### src/hw/rtl/ccsd_pkg.sv
// ----------------------------------------------------------------------------
// ccsd_pkg
// Shared types and constants of the character canvas shape drawer.
// ----------------------------------------------------------------------------
package ccsd_pkg;

   localparam int COORD_W  = 7;
   localparam int CHAR_W   = 8;
   localparam int OP_W     = 3;
   localparam int CFG_W    = 7;
   localparam int CSR_IDX_W = 1;
   localparam int RSQ_W    = 2 * COORD_W;
   localparam int OUTER_W  = 2 * COORD_W + 1;

   localparam logic [CHAR_W-1:0] CH_DASH  = 8'd45;
   localparam logic [CHAR_W-1:0] CH_BAR   = 8'd124;
   localparam logic [CHAR_W-1:0] CH_SPACE = 8'd32;
   localparam logic [CHAR_W-1:0] CH_NONE  = 8'd0;

   localparam logic [CSR_IDX_W-1:0] CSR_CANVAS_WIDTH  = 1'b0;
   localparam logic [CSR_IDX_W-1:0] CSR_CANVAS_HEIGHT = 1'b1;

   typedef enum logic [OP_W-1:0] {
      OP_SET   = 3'd0,
      OP_RECT  = 3'd1,
      OP_FILL  = 3'd2,
      OP_RING  = 3'd3,
      OP_DISC  = 3'd4,
      OP_CLEAR = 3'd5,
      OP_READ  = 3'd6
   } opcode_type;

   typedef enum logic [2:0] {
      KIND_WRITE,
      KIND_SHAPE,
      KIND_CLEAR,
      KIND_READ_MEM,
      KIND_READ_CONST
   } cmd_kind_type;

   // fill_char carries the border or zero code for a constant read
   typedef struct packed {
      cmd_kind_type                kind;
      opcode_type                  op;
      logic [COORD_W-1:0]          row_a;
      logic [COORD_W-1:0]          col_a;
      logic [COORD_W-1:0]          row_b;
      logic [COORD_W-1:0]          col_b;
      logic [RSQ_W-1:0]            r_sq;
      logic [OUTER_W-1:0]          outer_sq;
      logic [CHAR_W-1:0]           fill_char;
   } cmd_type;

   typedef struct packed {
      logic init_busy;
   } back_status_type;

   typedef enum logic [2:0] {
      ST_INIT,
      ST_IDLE,
      ST_CLEAR,
      ST_SWEEP,
      ST_DRAIN,
      ST_READ
   } back_state_type;

endpackage

### src/hw/rtl/ccsd_back.sv
// ----------------------------------------------------------------------------
// ccsd_back
// Drawing engine: clears, sweeps the canvas for shapes, writes and reads cells.
// ----------------------------------------------------------------------------
module ccsd_back #(
   parameter int MAX_WIDTH  = 64,
   parameter int MAX_HEIGHT = 64
) (
   input  logic                                  clock,
   input  logic                                  reset,
   input  logic [$clog2(((MAX_WIDTH > MAX_HEIGHT) ? MAX_WIDTH : MAX_HEIGHT) + 2)-1:0]
                                                 width,
   input  logic [$clog2(((MAX_WIDTH > MAX_HEIGHT) ? MAX_WIDTH : MAX_HEIGHT) + 2)-1:0]
                                                 height,
   input  logic                                  q_valid,
   input  ccsd_pkg::cmd_type                     q_cmd,
   output logic                                  q_pop,
   output ccsd_pkg::back_status_type             back_status,
   output logic                                  ram_we,
   output logic [((MAX_WIDTH * MAX_HEIGHT > 1) ? $clog2(MAX_WIDTH * MAX_HEIGHT) : 1)-1:0]
                                                 ram_waddr,
   output logic [ccsd_pkg::CHAR_W-1:0]           ram_wdata,
   output logic                                  ram_re,
   output logic [((MAX_WIDTH * MAX_HEIGHT > 1) ? $clog2(MAX_WIDTH * MAX_HEIGHT) : 1)-1:0]
                                                 ram_raddr,
   input  logic [ccsd_pkg::CHAR_W-1:0]           ram_rdata,
   output logic                                  rsp_valid,
   input  logic                                  rsp_ready,
   output logic [ccsd_pkg::CHAR_W-1:0]           rsp_cell_char
);

   localparam int MAX_DIM = (MAX_WIDTH > MAX_HEIGHT) ? MAX_WIDTH : MAX_HEIGHT;
   localparam int SW      = $clog2(MAX_DIM + 2);
   localparam int CW      = (SW > ccsd_pkg::COORD_W) ? SW : ccsd_pkg::COORD_W;
   localparam int PW      = 2 * CW;
   localparam int DEPTH   = MAX_WIDTH * MAX_HEIGHT;
   localparam int AW      = (DEPTH > 1) ? $clog2(DEPTH) : 1;

   ccsd_pkg::back_state_type state_ff;
   ccsd_pkg::back_state_type state_in;
   ccsd_pkg::cmd_type        cur_ff;
   ccsd_pkg::cmd_type        cur_in;

   logic [AW-1:0]            addr_ff;
   logic [AW-1:0]            addr_in;
   logic [AW-1:0]            rowbase_ff;
   logic [AW-1:0]            rowbase_in;
   logic [SW-1:0]            row_ff;
   logic [SW-1:0]            row_in;
   logic [SW-1:0]            col_ff;
   logic [SW-1:0]            col_in;

   logic                     p_valid_ff;
   logic                     p_valid_in;
   logic [AW-1:0]            p_addr_ff;
   logic [AW-1:0]            p_addr_in;
   logic [PW-1:0]            p_dr2_ff;
   logic [PW-1:0]            p_dr2_in;
   logic [PW-1:0]            p_dc2_ff;
   logic [PW-1:0]            p_dc2_in;
   logic                     p_rect_ff;
   logic                     p_rect_in;

   logic                     rsp_valid_ff;
   logic                     rsp_valid_in;
   logic [ccsd_pkg::CHAR_W-1:0] rsp_char_ff;
   logic [ccsd_pkg::CHAR_W-1:0] rsp_char_in;

   logic                     out_free;
   logic                     clr_last;
   logic                     col_last;
   logic                     row_last;
   logic                     start;
   logic                     clr_we;
   logic                     issue;
   logic                     set_we;
   logic                     mem_re;
   logic                     load_const;
   logic                     load_mem;
   logic                     pipe_we;
   logic                     hit;

   logic [CW-1:0]            row_x;
   logic [CW-1:0]            col_x;
   logic [CW-1:0]            ra_x;
   logic [CW-1:0]            ca_x;
   logic [CW-1:0]            rb_x;
   logic [CW-1:0]            cb_x;
   logic [CW-1:0]            dr;
   logic [CW-1:0]            dc;
   logic                     outline;
   logic                     filled;
   logic [PW:0]              d2;

   logic [CW-1:0]            q_row_m1;
   logic [CW-1:0]            q_col_m1;
   logic [CW+AW-1:0]         q_prod;
   logic [AW-1:0]            q_addr;

   assign out_free = !rsp_valid_ff || rsp_ready;
   assign clr_last = (addr_ff == AW'(DEPTH - 1));
   assign col_last = (col_ff == width);
   assign row_last = (row_ff == height);

   // next state
   always_comb begin
      state_in = state_ff;
      unique case (state_ff)
         ccsd_pkg::ST_INIT, ccsd_pkg::ST_CLEAR: begin
            if (clr_last) begin
               state_in = ccsd_pkg::ST_IDLE;
            end
         end
         ccsd_pkg::ST_IDLE: begin
            if (q_valid) begin
               unique case (q_cmd.kind)
                  ccsd_pkg::KIND_CLEAR:    state_in = ccsd_pkg::ST_CLEAR;
                  ccsd_pkg::KIND_SHAPE:    state_in = ccsd_pkg::ST_SWEEP;
                  ccsd_pkg::KIND_READ_MEM: state_in = ccsd_pkg::ST_READ;
                  default:                 state_in = ccsd_pkg::ST_IDLE;
               endcase
            end
         end
         ccsd_pkg::ST_SWEEP: begin
            if (col_last && row_last) begin
               state_in = ccsd_pkg::ST_DRAIN;
            end
         end
         ccsd_pkg::ST_DRAIN: begin
            state_in = ccsd_pkg::ST_IDLE;
         end
         ccsd_pkg::ST_READ: begin
            if (out_free) begin
               state_in = ccsd_pkg::ST_IDLE;
            end
         end
         default: begin
            state_in = ccsd_pkg::ST_IDLE;
         end
      endcase
   end

   // state outputs
   always_comb begin
      clr_we     = 1'b0;
      issue      = 1'b0;
      set_we     = 1'b0;
      mem_re     = 1'b0;
      load_const = 1'b0;
      load_mem   = 1'b0;
      q_pop      = 1'b0;
      start      = 1'b0;
      back_status.init_busy = (state_ff == ccsd_pkg::ST_INIT);
      unique case (state_ff)
         ccsd_pkg::ST_INIT, ccsd_pkg::ST_CLEAR: begin
            clr_we = 1'b1;
         end
         ccsd_pkg::ST_IDLE: begin
            if (q_valid) begin
               unique case (q_cmd.kind)
                  ccsd_pkg::KIND_WRITE: begin
                     set_we = 1'b1;
                     q_pop  = 1'b1;
                  end
                  ccsd_pkg::KIND_READ_MEM: begin
                     mem_re = 1'b1;
                     q_pop  = 1'b1;
                  end
                  ccsd_pkg::KIND_READ_CONST: begin
                     load_const = out_free;
                     q_pop      = out_free;
                  end
                  default: begin
                     start = 1'b1;
                     q_pop = 1'b1;
                  end
               endcase
            end
         end
         ccsd_pkg::ST_SWEEP: begin
            issue = 1'b1;
         end
         ccsd_pkg::ST_READ: begin
            load_mem = out_free;
         end
         default: begin
            clr_we = 1'b0;
         end
      endcase
   end

   // cell address of a single-cell write or read
   always_comb begin
      q_row_m1 = CW'(q_cmd.row_a) - 1'b1;
      q_col_m1 = CW'(q_cmd.col_a) - 1'b1;
      q_prod   = (CW + AW)'(q_row_m1) * (CW + AW)'(MAX_WIDTH);
      q_addr   = q_prod[AW-1:0] + AW'(q_col_m1);
   end

   // sweep and clear counters
   always_comb begin
      cur_in     = start ? q_cmd : cur_ff;
      addr_in    = addr_ff;
      rowbase_in = rowbase_ff;
      row_in     = row_ff;
      col_in     = col_ff;
      priority if (start) begin
         addr_in    = '0;
         rowbase_in = '0;
         row_in     = SW'(1);
         col_in     = SW'(1);
      end else if (clr_we) begin
         addr_in = addr_ff + 1'b1;
      end else if (issue) begin
         if (col_last) begin
            addr_in    = rowbase_ff + AW'(MAX_WIDTH);
            rowbase_in = rowbase_ff + AW'(MAX_WIDTH);
            row_in     = row_ff + 1'b1;
            col_in     = SW'(1);
         end else begin
            addr_in = addr_ff + 1'b1;
            col_in  = col_ff + 1'b1;
         end
      end
   end

   // issue stage: distances and rectangle tests
   always_comb begin
      row_x   = CW'(row_ff);
      col_x   = CW'(col_ff);
      ra_x    = CW'(cur_ff.row_a);
      ca_x    = CW'(cur_ff.col_a);
      rb_x    = CW'(cur_ff.row_b);
      cb_x    = CW'(cur_ff.col_b);
      dr      = (row_x >= ra_x) ? row_x - ra_x : ra_x - row_x;
      dc      = (col_x >= ca_x) ? col_x - ca_x : ca_x - col_x;
      outline = ((col_x >= ca_x) && (col_x <= cb_x) && ((row_x == ra_x) || (row_x == rb_x)))
             || ((row_x >= ra_x) && (row_x <= rb_x) && ((col_x == ca_x) || (col_x == cb_x)));
      filled  = (row_x >= ra_x) && (row_x <= rb_x) && (col_x >= ca_x) && (col_x <= cb_x);

      p_valid_in = issue;
      p_addr_in  = addr_ff;
      p_dr2_in   = PW'(dr) * PW'(dr);
      p_dc2_in   = PW'(dc) * PW'(dc);
      p_rect_in  = (cur_ff.op == ccsd_pkg::OP_RECT) ? outline : filled;
   end

   // write stage: ring and disc tests on the registered squares, rectangle result as registered
   always_comb begin
      d2 = {1'b0, p_dr2_ff} + {1'b0, p_dc2_ff};
      unique case (cur_ff.op)
         ccsd_pkg::OP_RECT, ccsd_pkg::OP_FILL: hit = p_rect_ff;
         ccsd_pkg::OP_RING: hit = (d2 >= (PW + 1)'(cur_ff.r_sq))
                               && (d2 < (PW + 1)'(cur_ff.outer_sq));
         ccsd_pkg::OP_DISC: hit = (d2 < (PW + 1)'(cur_ff.outer_sq));
         default:           hit = 1'b0;
      endcase
      pipe_we = p_valid_ff && hit;
   end

   // store write and read ports
   always_comb begin
      ram_we = pipe_we || set_we || clr_we;
      priority if (pipe_we) begin
         ram_waddr = p_addr_ff;
         ram_wdata = cur_ff.fill_char;
      end else if (set_we) begin
         ram_waddr = q_addr;
         ram_wdata = q_cmd.fill_char;
      end else begin
         ram_waddr = addr_ff;
         ram_wdata = ccsd_pkg::CH_SPACE;
      end
      ram_re    = mem_re;
      ram_raddr = q_addr;
   end

   // result register
   always_comb begin
      rsp_char_in  = rsp_char_ff;
      rsp_valid_in = rsp_valid_ff && !rsp_ready;
      priority if (load_const) begin
         rsp_char_in  = q_cmd.fill_char;
         rsp_valid_in = 1'b1;
      end else if (load_mem) begin
         rsp_char_in  = ram_rdata;
         rsp_valid_in = 1'b1;
      end
   end

   assign rsp_valid     = rsp_valid_ff;
   assign rsp_cell_char = rsp_char_ff;

   always_ff @(posedge clock) begin
      if (reset) begin
         state_ff     <= ccsd_pkg::ST_INIT;
         addr_ff      <= '0;
         p_valid_ff   <= 1'b0;
         rsp_valid_ff <= 1'b0;
      end else begin
         state_ff     <= state_in;
         addr_ff      <= addr_in;
         p_valid_ff   <= p_valid_in;
         rsp_valid_ff <= rsp_valid_in;
      end
   end

   always_ff @(posedge clock) begin
      cur_ff      <= cur_in;
      rowbase_ff  <= rowbase_in;
      row_ff      <= row_in;
      col_ff      <= col_in;
      p_addr_ff   <= p_addr_in;
      p_dr2_ff    <= p_dr2_in;
      p_dc2_ff    <= p_dc2_in;
      p_rect_ff   <= p_rect_in;
      rsp_char_ff <= rsp_char_in;
   end

endmodule

### config.mk
export PLATFORM = sky130hd
export DESIGN_NAME = ccsd_back
export DESIGN_NICKNAME = d
export VERILOG_FILES = /design/src/hw/rtl/ccsd_pkg.sv /design/src/hw/rtl/ccsd_back.sv
export SDC_FILE = /design/constraint.sdc
export NUM_CORES = 1
export LEC_CHECK = 0
export CAP_MARGIN = 10
export CORE_ASPECT_RATIO = 1.75
export CORE_UTILIZATION = 35
export DETAILED_ROUTE_END_ITERATION = 16
export DONT_BUFFER_PORTS = 1
export MAX_ROUTING_LAYER = met4
export SLEW_MARGIN = 40
export SYNTH_ARGS = -nofsm -noshare
export SYNTH_HDL_FRONTEND = slang
export SYNTH_SLANG_ARGS = --single-unit
### constraint.sdc
create_clock -name clock -period 5.8 [get_ports clock]
set_input_delay 0.87 -clock clock [delete_from_list [all_inputs] [get_ports clock]]
set_output_delay 0.87 -clock clock [all_outputs]
set_load 0.005 [all_outputs]
==> After elaboration in Yosys (flattened, before gate mapping) <==
Cells that the tools add are included.
{ "classes": {"add_sub_neg": 12, "multipliers": 2, "n_lt_le_gt_ge": 6, "n_eq_ne": 23, "n_mux": 40, "bitwise_logic": 1, "reduce_logical": 29} }
{ "ops": {"columns": ["operator", "n"], "rows": [
  ["$mux W12", 5],
  ["$eq A7 B7 Y1", 6],
  ["$mux W8", 4],
  ["$mul A7 B7 Y14", 2],
  ["$sub A7 B7 Y7", 4],
  ["$mux W1", 21],
  ["$mux W7", 3],
  ["$eq A3 B2 Y1 const B", 6],
  ["$add A14 B14 Y15", 1],
  ["$ge A15 B14 Y1", 1],
  ["$lt A15 B15 Y1", 1],
  ["$add A7 B1 Y7 const B", 2],
  ["$ge A7 B7 Y1", 2],
  ["$le A7 B7 Y1", 2],
  ["$add A12 B1 Y12 const B", 1],
  ["$add A12 B7 Y12", 1],
  ["$add A12 B7 Y12 const B", 1],
  ["$eq A12 B12 Y1 const B", 1],
  ["$mux W3", 4],
  ["$pmux W3 S4", 1],
  ["$logic_and A1 B1 Y1", 10],
  ["$eq A3 B1 Y1 const B", 3],
  ["$eq A3 B3 Y1 const B", 3],
  ["$pmux W3 S3", 1],
  ["14 further kinds", 27]
]} }
{ "totals": {"regBits": 160, "in_bits": 97, "out_inout_bits": 45} }

==> Longest topological paths before layout <==
Gate-level depths: netlist (run 1).
{ "logic_depth": {"ltp_word": 7, "depth_mapped": 28, "ltp_nobuf": 28} }

==> Least setup slack after synthesis (run 1) <==
Ideal clock, no wire load.
{ "synth_path": {"path_type": "reg-to-reg", "from": "register col_ff[4]", "to": "register p_dc2_ff[12]", "setup_ns": 0.072, "arrival_ns": 5.993, "required_time_ns": 5.728, "slack_ns": -0.265, "path_stages_with_launch": 28, "period_less_slack_ns": 6.065, "path_cell_list": "dfxtp_1 > inv_1 > ha_1 > clkbuf_1 > a21oi_1 > o21ai_0 > a21o_1 > buf_2 > mux2_2 > xor2_1 > nor2_1 > xor2_1 > ha_1 > inv_1 > fa_1 > inv_1 > fa_1 > inv_1 > fa_1 > inv_1 > ha_1 > o21a_1 > o21ai_0 > nand2b_1 > a21o_1 > a311o_1 > a21oi_1 > xnor2_1"} }
{ "synth_between": {"elab_chain_len": 3} }
{ "synth_lines": {"columns": ["element", "line_no", "source"], "rows": [
  ["start, declared", "ccsd_back.sv:50", "logic [SW-1:0] col_ff;"],
  ["start signal, assigned", "ccsd_back.sv:312", "col_ff <= col_in;"],
  ["$sub A7 B7 Y7 or $ge A7 B7 Y1 (tied branches)", "ccsd_back.sv:236", "dc = (col_x >= ca_x) ? col_x - ca_x : ca_x - col_x;"],
  ["$mux W7 *", "ccsd_back.sv:236", null],
  ["$mul A7 B7 Y14 *", "ccsd_back.sv:244", "p_dc2_in = PW'(dc) * PW'(dc);"],
  ["net p_dc2_in[12]", "ccsd_back.sv:60", "logic [PW-1:0] p_dc2_in;"],
  ["end signal, assigned", "ccsd_back.sv:315", "p_dc2_ff <= p_dc2_in;"],
  ["end, declared", "ccsd_back.sv:59", "logic [PW-1:0] p_dc2_ff;"]
]} }
The timed path passes the listed nets; every way through them passes the cells marked *.
A chain may end at the register's enable or synchronous reset.

==> Final worst setup path (run 1) <==
{ "layout_path": {"from": "register cur_ff (netlist bit ra_x[4])", "to": "register p_dr2_ff[12]"} }
{ "layout_between": {"elab_chain_len": 3} }
{ "layout_lines": {"columns": ["element", "line_no", "source"], "rows": [
  ["start, declared", "ccsd_back.sv:41", "ccsd_pkg::cmd_type cur_ff;"],
  ["start signal, assigned", "ccsd_back.sv:309", "cur_ff <= cur_in;"],
  ["$sub A7 B7 Y7 or $ge A7 B7 Y1 (tied branches)", "ccsd_back.sv:235", "dr = (row_x >= ra_x) ? row_x - ra_x : ra_x - row_x;"],
  ["$mux W7 *", "ccsd_back.sv:235", null],
  ["$mul A7 B7 Y14 *", "ccsd_back.sv:243", "p_dr2_in = PW'(dr) * PW'(dr);"],
  ["net p_dr2_in[12]", "ccsd_back.sv:58", "logic [PW-1:0] p_dr2_in;"],
  ["end signal, assigned", "ccsd_back.sv:314", "p_dr2_ff <= p_dr2_in;"],
  ["end, declared", "ccsd_back.sv:57", "logic [PW-1:0] p_dr2_ff;"]
]} }
Marked as above.

==> metrics.cfg, run 1 <==
[status]
status=finished clean

[hold_path]
hold_path_class=flip-flop to flip-flop
whs_path_depth=0
min_to=p_addr_ff[9]$_DFF_P_
min_from=addr_ff[9]$_SDFFE_PP0P_

[critical_path]
r2r_cells=25
critPathMaxFanout=8
startpoint_type=flip-flop
cpPeakStageDelay_ns=0.49
path_class=flip-flop to flip-flop
critPathMostFrequentCell=fa_1
ff2ff_setup_slack_ns=0.16
cp.depth=25
timing.critical_path.max_delay_family=adder cells
timing.rr.start=ra_x[4]$_DFFE_PP_
r2r-end=p_dr2_ff[12]$_DFF_P_
worst-path-buf-inv=5
required_ns=6.13
cp_data_arrival_time_ns=5.97
worstSetupEndpointType=flip-flop
critPathSlowestCell=fa_1

[timing]
fin_crit_sh=0.9727
rsz0062_at_grt=yes
fmaxAchievable_mhz=177.3
setup_tns_ns=0
finalMaxSlewViolations=0
skew_ns=0.01669
hold_viol_final=0
worstMarginPinSlew_ns=0.5861
finalCriticalPeriod_ns=5.642
report.final.setup_viol=0
relSlewSlack=0.5981

[logic_synthesis]
synth-edff-count=76
syn_nets=1425
synth.distinct_cells=62
ys_async_sr_fraction=0
netlist_area_sq_um=10990
syn_inst=1156
synth_compound_area_frac=0.1037
synth-adder-area-share=0.2163
synth-seq-cells=152
synthSimpleGateAreaFrac=0.1531
synth_top_family_by_area=adder cells
syn_area_per_cell_sq_um=9.506
synth-seq-area-share=0.3461
muxShareOfSynthArea=0.04099
yosysWarningCount=0
synthFlopType=edfxtp_1
synth_xor_xnor_area_share=0.08107

[placement]
port-buffer-count=0
placed_area_sq_um=11880
routabilityCongestion=0.8381
dp_hpwl_mm=20.63

[global_route]
grt_max_degree=66
grt_usage=0.1725
grt_pass1_wl_mm=41.05
grt_remaining_overflow=0
grt_pass1_vias=8464
antenna_found_initial=0

[power_and_ir_drop]
ir_drop_uv=209.0
p_leak_nw=5.678
powerDensity_nw_per_um2=182.0

[finish]
final_cell_mix=ha_1 (132), inv_1 (130), nor2_1 (110)
final_common_cell=ha_1
nets=1490
area_delta_synth_final_pct=17.20
n_fill_cell=3029
utilization=0.4176
final_area_sq_um=12880
drive_above_1_share=0.1629

[routing]
wire_per_inst_um=15.91
vias_per_cell=4.953
ant_nets=0
finalWirelength_mm=25.86
drc=0
firstDrtPassIters=4
vias=8054
drt_iter0_markers=255

[clock_tree]
clock-root-buffer=clkbuf_16
cts.clk_slew.worst_paths_ns=0.07
cts_buffer_depth=2
clkLatencyLatePin_ns=0.45
cts_made_buffers=17
h-tree-depth=4
cts.sinks=152
cts_tree=done

[die]
row_count=85
die_h_um=236.4
dieArea_sq_um=32140
die_x_um=135.9
core_sq_um=30840
ios=142
start_util=0.3563

[job]
cap_viol_max_count=0

==> synth_stat cells (3+ instances only) <==
| library cell | n | share of area |
|---|---|---|
| ha_1 | 142 | 0.16 |
| buf_1 | 3 | 0.0010 |
| inv_1 | 140 | 0.048 |
| a211oi_1 | 6 | 0.0041 |
| edfxtp_1 | 76 | 0.21 |
| nor4_1 | 9 | 0.0051 |
| mux2_2 | 18 | 0.018 |
| a21o_1 | 23 | 0.016 |
| o21ai_0 | 38 | 0.017 |
| nor3b_1 | 6 | 0.0041 |
| mux2i_1 | 21 | 0.019 |
| clkbuf_1 | 16 | 0.0055 |
| or3_1 | 7 | 0.0040 |
| nor2b_1 | 23 | 0.013 |
| o211ai_1 | 4 | 0.0027 |
| buf_2 | 5 | 0.0023 |
| fa_1 | 30 | 0.055 |
| a31oi_1 | 11 | 0.0063 |
| a21oi_1 | 62 | 0.028 |
| nor2_1 | 115 | 0.039 |
| nand2b_1 | 28 | 0.016 |
| and2_1 | 4 | 0.0023 |
| nand4_1 | 18 | 0.010 |
| xnor2_1 | 59 | 0.047 |
| and3_1 | 6 | 0.0034 |
| nor3_1 | 18 | 0.0082 |
| nand3_1 | 16 | 0.0073 |
| dfxtp_1 | 76 | 0.14 |
| xor2_1 | 39 | 0.031 |
| nand2_1 | 72 | 0.025 |
| a21oi_2 | 5 | 0.0040 |
| nand3b_1 | 3 | 0.0020 |
| o22ai_1 | 4 | 0.0023 |
| o21a_1 | 11 | 0.0075 |
| or2_2 | 6 | 0.0034 |
==> how the worst max path moves through the flow <==
stage / startpoint / end / slack [ns]
floorplan: ra_x[0]$_DFFE_PP_ / p_dr2_ff[12]$_DFF_P_ / 0.01
global placement: ca_x[0]$_DFFE_PP_ / p_dc2_ff[12]$_DFF_P_ / 0.08
detailed placement: ca_x[0]$_DFFE_PP_ / p_dc2_ff[12]$_DFF_P_ / -0.07
CTS: ca_x[0]$_DFFE_PP_ / p_dc2_ff[12]$_DFF_P_ / 0.05
global route: ca_x[0]$_DFFE_PP_ / p_dc2_ff[12]$_DFF_P_ / -0.06
finish: ra_x[4]$_DFFE_PP_ / p_dr2_ff[12]$_DFF_P_ / 0.16
==> cells by family (layout without fill, tap and decap cells) <==
logic type / after synthesis / after routing
compound gates: 182 / 182
xor+xnor: 100 / 100
fa+ha+maj: 172 / 172
buf+inv: 166 / 244
flops: 152 / 152
mux: 42 / 42
other cells: 0 / 1
simple gates: 342 / 342
==> routing by layer <==
metal / up-vias / share of wire / track usage
li1: 4073 / - / -
met1: 3795 / 0.36 / 0.1544
met2: 154 / 0.58 / 0.3406
met3: 32 / 0.035 / 0.03804
met4: 0 / 0.022 / 0.06263
met5: - / 0 / -
==> through the flow <==
| step | power [mW] | instances | worst slack, ns | hold slack, ns |
|---|---|---|---|---|
| 2_1_floorplan | 1.191 | 1156 | 0.01278 | 0.3599 |
| 3_3_place_gp | 1.199 | 1578 | 0.08349 | 0.3781 |
| 3_5_place_dp | 1.200 | 1578 | -0.07006 | 0.3859 |
| 4_1_cts | 2.379 | 1612 | 0.05108 | 0.3889 |
| 5_1_grt | 2.423 | 1625 | -0.05607 | 0.4115 |
| 6_report | 2.344 | 1626 | 0.1584 | 0.3960 |
==> state kept, by name, indices dropped and copies added, names as in the netlist <==
register and count:
cur_ff 40, p_dc2_ff 13, p_dr2_ff 13, addr_ff 12, p_addr_ff 12, rsp_cell_char 8, ca_x 7, cb_x 7
col_ff 7, ra_x 7, rb_x 7, row_ff 7, rowbase_ff 6, state_ff 3, p_rect_ff 1, p_valid_ff 1
rsp_valid 1
==> power by group <==
part / internal (mW) / switching, mW
clock network: 0.625 / 0.544
logic: 0.0197 / 0.0240
registers: 1.13 / 0.00357
total: 1.77 / 0.572
==> cell type report <==
cell class              instances  area, sq um  area share
diodes                          1        2.502   0.0001943
clock buffers                  17        425.4     0.03303
clock inverters                15        201.4     0.01564
inverters                     140        528.0     0.04099
multi-input cells             838         6845      0.5315
flip-flops and latches        152         3812      0.2960
well taps                     391        489.2     0.03798
repair buffers                 72        575.6     0.04469
==> timing repair <==
item,in CTS,in global routing
gates resized for setup,8,58
hold buffers,0,0
pin swaps,8,40
endpoints found under the setup margin,1,8
buffers inserted,2,13
gates cloned,0,0
No activity file was read; power rests on OpenSTA's default activity.
==> run 2: changes to the inputs <==
--- a/config.mk
+++ b/config.mk
@@ -7,7 +7,7 @@
 export LEC_CHECK = 0
 export CAP_MARGIN = 10
 export CORE_ASPECT_RATIO = 1.75
-export CORE_UTILIZATION = 35
+export CORE_UTILIZATION = 26
 export DETAILED_ROUTE_END_ITERATION = 16
 export DONT_BUFFER_PORTS = 1
 export MAX_ROUTING_LAYER = met4
==> run 2 against run 1 <==
Critical path depth decreased by 2. Non-clock buffer count decreased by 10. First-iteration DRC count decreased by 3.1%. Clock power about the same. Sequential cell count unchanged. Highest routed layer unchanged.
==> metrics.cfg, run 2 (synthesis gave the netlist of run 1 again) <==
[status]
status=finished clean

[timing]
hold_viol_final=0
worstMarginPinSlew_ns=0.6159
finalMaxSlewViolations=0
relSlewSlack=0.5856
report.final.setup_viol=0
fmaxAchievable_mhz=177.6
rsz0062_at_grt=yes
fin_crit_sh=0.9707
skew_ns=0.01648
finalCriticalPeriod_ns=5.630

[placement]
post-place-cells=1738
routabilityCongestion=0.8465
port-buffer-count=0
dp_hpwl_mm=22.11

[global_route]
grt_pass1_vias=8577
grt_max_degree=84
antenna_found_initial=3
grt_pass1_wl_mm=42.86
grt_usage=0.1341
grt_remaining_overflow=0

[die]
die_x_um=157.4
ios=142
die_h_um=274.0
start_util=0.2633
core_sq_um=41740
row_count=99
dieArea_sq_um=43130

[finish]
register_area_sq_um=3810
final_cells=1782
reg_top3=cur_ff (40), p_dc2_ff (13), p_dr2_ff (13)
area_delta_synth_final_pct=18.56
nets=1480
largest_register_ffs=40
final_cell_mix=ha_1 (134), inv_1 (131), nor2_1 (110)
drive_above_1_share=0.1577
multi_input_area_sq_um=6877
regMostFlops=cur_ff
n_fill_cell=4275
final_common_cell=ha_1

[power_and_ir_drop]
ir_drop_uv=126.5
p_leak_nw=5.640
powerDensity_nw_per_um2=180.9
power_mw=2.356

[clock_tree]
clkLatencyLatePin_ns=0.46
cts.clk_slew.worst_paths_ns=0.07
cts_buffer_depth=2
h-tree-depth=4
clock-root-buffer=clkbuf_16
cts_tree=done
cts.sinks=152
cts_made_buffers=17

[hold_path]
hold_path_class=flip-flop to flip-flop
whs_path_depth=0

[routing]
ant_nets=0
finalWirelength_mm=27.42
vias_per_cell=4.513
wire_per_inst_um=15.39
firstDrtPassIters=4
drt_iter0_markers=247
drc=0
vias=8043

[critical_path]
worstSetupEndpointType=flip-flop
critPathMostFrequentCell=fa_1
required_ns=6.14
path_cells=inv_2 -> ha_4 -> a21o_1 -> a21o_1 -> a21oi_4 -> o21ai_4 -> mux2_2 -> a21oi_4 -> xor2_2 -> nand2b_4 -> fa_1 -> fa_1 -> fa_1 -> inv_1 -> fa_1 -> ha_4 -> or3_1 -> o21ai_1 -> a31oi_1 -> and4_4 -> a2111oi_4 -> a21oi_2 -> xor2_1
path_class=flip-flop to flip-flop
r2r_cells=23
critPathMaxFanout=5
critPathSlowestCell=fa_1
startpoint_type=flip-flop
cp_data_arrival_time_ns=5.97
cpPeakStageDelay_ns=0.50

[job]
cap_viol_max_count=0

==> run 2: cell count changes in the layout (fill, tap and decap cells not counted), sizes merged <==
cell      delta
buf         -10
clkbuf       +1
clkinvlp     -1
diode        +2
==> run 2: area by class of cell <==
| cell class | count | share of cell area |
|---|---|---|
| Multi-Input combinational cell | 838 | 0.5278 |
| Sequential cell | 152 | 0.2924 |
| Tap cell | 555 | 0.05330 |
| Inverter | 140 | 0.04033 |
| Timing Repair Buffer | 62 | 0.03726 |
| Clock buffer | 18 | 0.03457 |
| Clock inverter | 14 | 0.01373 |
| Antenna cell | 3 | 0.0005762 |
==> run 2: layer usage <==
layer | GRT usage | vias to the layer above | part of all wire
li1 | - | 4056 | -
met1 | 0.1210 | 3791 | 0.36
met2 | 0.2612 | 146 | 0.57
met3 | 0.03145 | 50 | 0.037
met4 | 0.05570 | 0 | 0.032
met5 | - | - | 0
==> run 2: what timing repair did <==
| item | in CTS | in global routing |
|---|---|---|
| resized for setup | 2 | 62 |
| pin swaps | 2 | 42 |
| setup endpoints to repair | 3 | 10 |
| buffers inserted | 1 | 8 |
| gates cloned | 0 | 0 |
| hold buffers | 0 | 0 |
==> run 2: path summary, 6_finish.rpt <==
check	start	end	slack [ns]
hold reg to reg	addr_ff[11]$_SDFFE_PP0P_	p_addr_ff[11]$_DFF_P_	0.39
setup / recovery	ra_x[4]$_DFFE_PP_	p_dr2_ff[12]$_DFF_P_	0.17
setup reg to reg	ra_x[4]$_DFFE_PP_	p_dr2_ff[12]$_DFF_P_	0.17
hold / removal	addr_ff[11]$_SDFFE_PP0P_	p_addr_ff[11]$_DFF_P_	0.39
==> run 2: critical path, delay by kind of cell, from the launching register on <==
| kind | cells | cell delay (ns) |
|---|---|---|
| buffers and inverters | 2 | 0.14 |
| adder cells (fa/ha/maj) | 6 | 2.28 |
| AO/OA/AOI/OAI | 9 | 1.40 |
| XOR/XNOR | 2 | 0.31 |
| multiplexers | 1 | 0.31 |
| AND/OR/NAND/NOR | 3 | 0.69 |
| flip-flops | 1 | 0.41 |
==> run 2: per-stage QoR <==
stage / setup slack, ns / setup TNS, ns / cell area, sq um / utilization / hold WS, ns
after global placement: 0.05861 / 0 / 12060 / 0.2890 / 0.3830
after floorplan: 0.01278 / 0 / 11070 / - / 0.3599
after detailed placement: -0.0001217 / -0.0001217 / 12070 / 0.2891 / 0.3844
after CTS: 0.0007212 / 0 / 12710 / 0.3045 / 0.3950
final: 0.1700 / 0 / 13030 / 0.3121 / 0.3934
after global routing: -0.04196 / -0.07933 / 13030 / 0.3121 / 0.4049
==> run 2: power breakdown <==
part	switching, mW	total, mW	internal [mW]	leakage, nW
Sequential	0.00374	1.13	1.13	1.31
Clock	0.537	1.18	0.643	0.306
Combinational	0.0242	0.0439	0.0197	4.03
==> run 3: changes to the inputs <==
--- a/config.mk
+++ b/config.mk
@@ -6,8 +6,7 @@
 export NUM_CORES = 1
 export LEC_CHECK = 0
 export CAP_MARGIN = 10
-export CORE_ASPECT_RATIO = 1.75
-export CORE_UTILIZATION = 26
+export CORE_UTILIZATION = 30
 export DETAILED_ROUTE_END_ITERATION = 16
 export DONT_BUFFER_PORTS = 1
 export MAX_ROUTING_LAYER = met4
==> run 3 against run 2 <==
The flow now finishes with violations (design-rule violations). Register-to-register slack got worse by 0.05 ns. Maximum frequency decreased by 0.87%. Hold slack improved by 0.0051 ns. Global-route usage increased by 0.26 points. Utilization increased by 4.9 points. Highest routed layer unchanged. Sequential share of layout area increased by 0.24 points. Largest cell class unchanged. Die area decreased by 13%. Clock skew decreased by 0.0047 ns.
==> metrics.cfg, run 3 (synthesis gave the netlist of run 1 again) <==
[clock_tree]
clkLatencyLatePin_ns=0.43
cts.clk_slew.worst_paths_ns=0.07
cts_made_buffers=17
cts_buffer_depth=2
cts_tree=done
h-tree-depth=4
clock-root-buffer=clkbuf_16
cts.sinks=152
hold_buffers=0

[status]
violations=design-rule violations
status=finished, violations left

[finish]
nets=1484
final_area_sq_um=12920
area_delta_synth_final_pct=17.59
drive_above_1_share=0.1637
final_cell_mix=inv_1 (132), ha_1 (127), nor2_1 (109)
regMostFlops=cur_ff
utilization=0.3607
largest_register_ffs=40
final_common_cell=inv_1
n_fill_cell=3601
reg_top3=cur_ff (40), p_dc2_ff (13), p_dr2_ff (13)

[global_route]
grt_busiest_layer=met2
grt_usage=0.1368
antenna_found_initial=5
grt_remaining_overflow=0
use_met1=0.1678
grt_pass1_vias=8148
grt_max_degree=78
grtUsageMet3=0.04184
grt_util_met2=0.2191
grt_pass1_wl_mm=40.21

[routing]
vias=8014
firstDrtPassIters=10
wire_per_inst_um=14.62
vias_per_cell=4.731
finalWirelength_mm=24.77
drt_iter0_markers=357
drc=4
ant_nets=0

[timing]
rsz0062_at_grt=yes
finalCriticalPeriod_ns=5.679
report.final.setup_viol=0
setup_ws_ns=0.1205
hold_viol_final=0
skew_ns=0.01175
fmaxAchievable_mhz=176.1
finalMaxSlewViolations=0
holdWs_ns=0.3985
worstMarginPinSlew_ns=0.7238
relSlewSlack=0.5153
fin_crit_sh=0.9792

[critical_path]
startpoint_type=flip-flop
critPathMaxFanout=4
required_ns=6.11
worstSetupEndpointType=flip-flop
cp_data_arrival_time_ns=5.99
path_class=flip-flop to flip-flop

[power_and_ir_drop]
p_sw_mw=0.5178
combPwrFrac=0.019
p_leak_nw=5.619
ir_drop_uv=191.4
internal_power_mw=1.707
power_mw=2.225
p_seq_frac=0.509
p_clk_frac=0.472
powerDensity_nw_per_um2=172.2
sw_frac_of_total=0.2327

[die]
start_util=0.3067
ios=142
die_x_um=193.4
core_sq_um=35830
row_count=69
dieArea_sq_um=37400
die_h_um=193.4

[placement]
dp_hpwl_mm=19.19
routabilityCongestion=0.8521
dp_slack_ns=-0.06909
port-buffer-count=0
placed_area_sq_um=11920

[hold_path]
hold_path_class=flip-flop to flip-flop

[job]
cap_viol_max_count=0

==> run 3: cell count changes in the layout (fill, tap and decap cells not counted), sizes merged <==
cell      delta
buf          +4
diode        +2
inv          +2
clkinvlp     +2
bufinv       -1
clkinv       -3
==> run 3: final timing paths <==
check / startpoint / endpoint / slack, ns / depth (start not counted)
worst max register to register: ra_x[4]$_DFFE_PP_ / p_dr2_ff[12]$_DFF_P_ / 0.12 / 23
worst max-delay path: ra_x[4]$_DFFE_PP_ / p_dr2_ff[12]$_DFF_P_ / 0.12 / 23
worst min-delay path: addr_ff[9]$_SDFFE_PP0P_ / p_addr_ff[9]$_DFF_P_ / 0.40 / 0
worst min register to register: addr_ff[9]$_SDFFE_PP0P_ / p_addr_ff[9]$_DFF_P_ / 0.40 / 0
==> run 3: metrics by stage <==
stage | TNS, ns | cells
final | 0 | 1694
after global routing | -0.3938 | 1694
after CTS | 0 | 1674
after detailed placement | -0.06909 | 1638
after global placement | 0 | 1637
after floorplan | 0 | 1156
==> run 3: power by group through the flow <==
stage	Clock, mW	Sequential, mW	Combinational, mW
after floorplan	0	1.16	0.0356
after global placement	0	1.16	0.0407
after detailed placement	0	1.16	0.0419
after CTS	1.09	1.13	0.0420
after global routing	1.12	1.13	0.0465
final	1.05	1.13	0.0418
==> run 3: timing repair <==
item                                    in CTS  in global routing
gates resized for setup                      6                 59
gates cloned                                 0                  0
setup buffers                                4                 15
endpoints found under the setup margin       2                  9
pin swaps                                    3                 52
==> run 3: routing by layer <==
layer | wire [um] | vias up
met3 | 1604 | 21
met2 | 11240 | 180
met1 | 11660 | 3740
li1 | - | 4073
met4 | 269 | 0
met5 | 0 | -
==> run 3: layout make-up <==
class	instances	area (sq um)	share of cell area
multi-input combinational	838	6933	0.5365
sequential	152	3810	0.2948
tap	461	576.8	0.04464
inverter	140	528.0	0.04086
timing repair buffer	66	519.2	0.04018
clock buffer	18	429.2	0.03321
clock inverter	14	113.9	0.008811
antenna	5	12.51	0.0009682
==> run 3: critical path, cell delays in order (launching register included) <==
cell and delay (ns):
edfxtp_1 0.42, inv_2 0.09, ha_4 0.20, a21o_1 0.16, a21o_1 0.18, a21oi_4 0.19
o21ai_4 0.11, mux2_4 0.33, a21oi_4 0.15, xor2_2 0.16, nand2b_4 0.16, fa_1 0.44
fa_1 0.50, fa_1 0.49, inv_1 0.05, fa_1 0.44, ha_2 0.20, or3_1 0.30
o21ai_1 0.08, a31oi_1 0.08, and4_1 0.25, a2111oi_4 0.31, a21oi_1 0.13, xor2_1 0.16
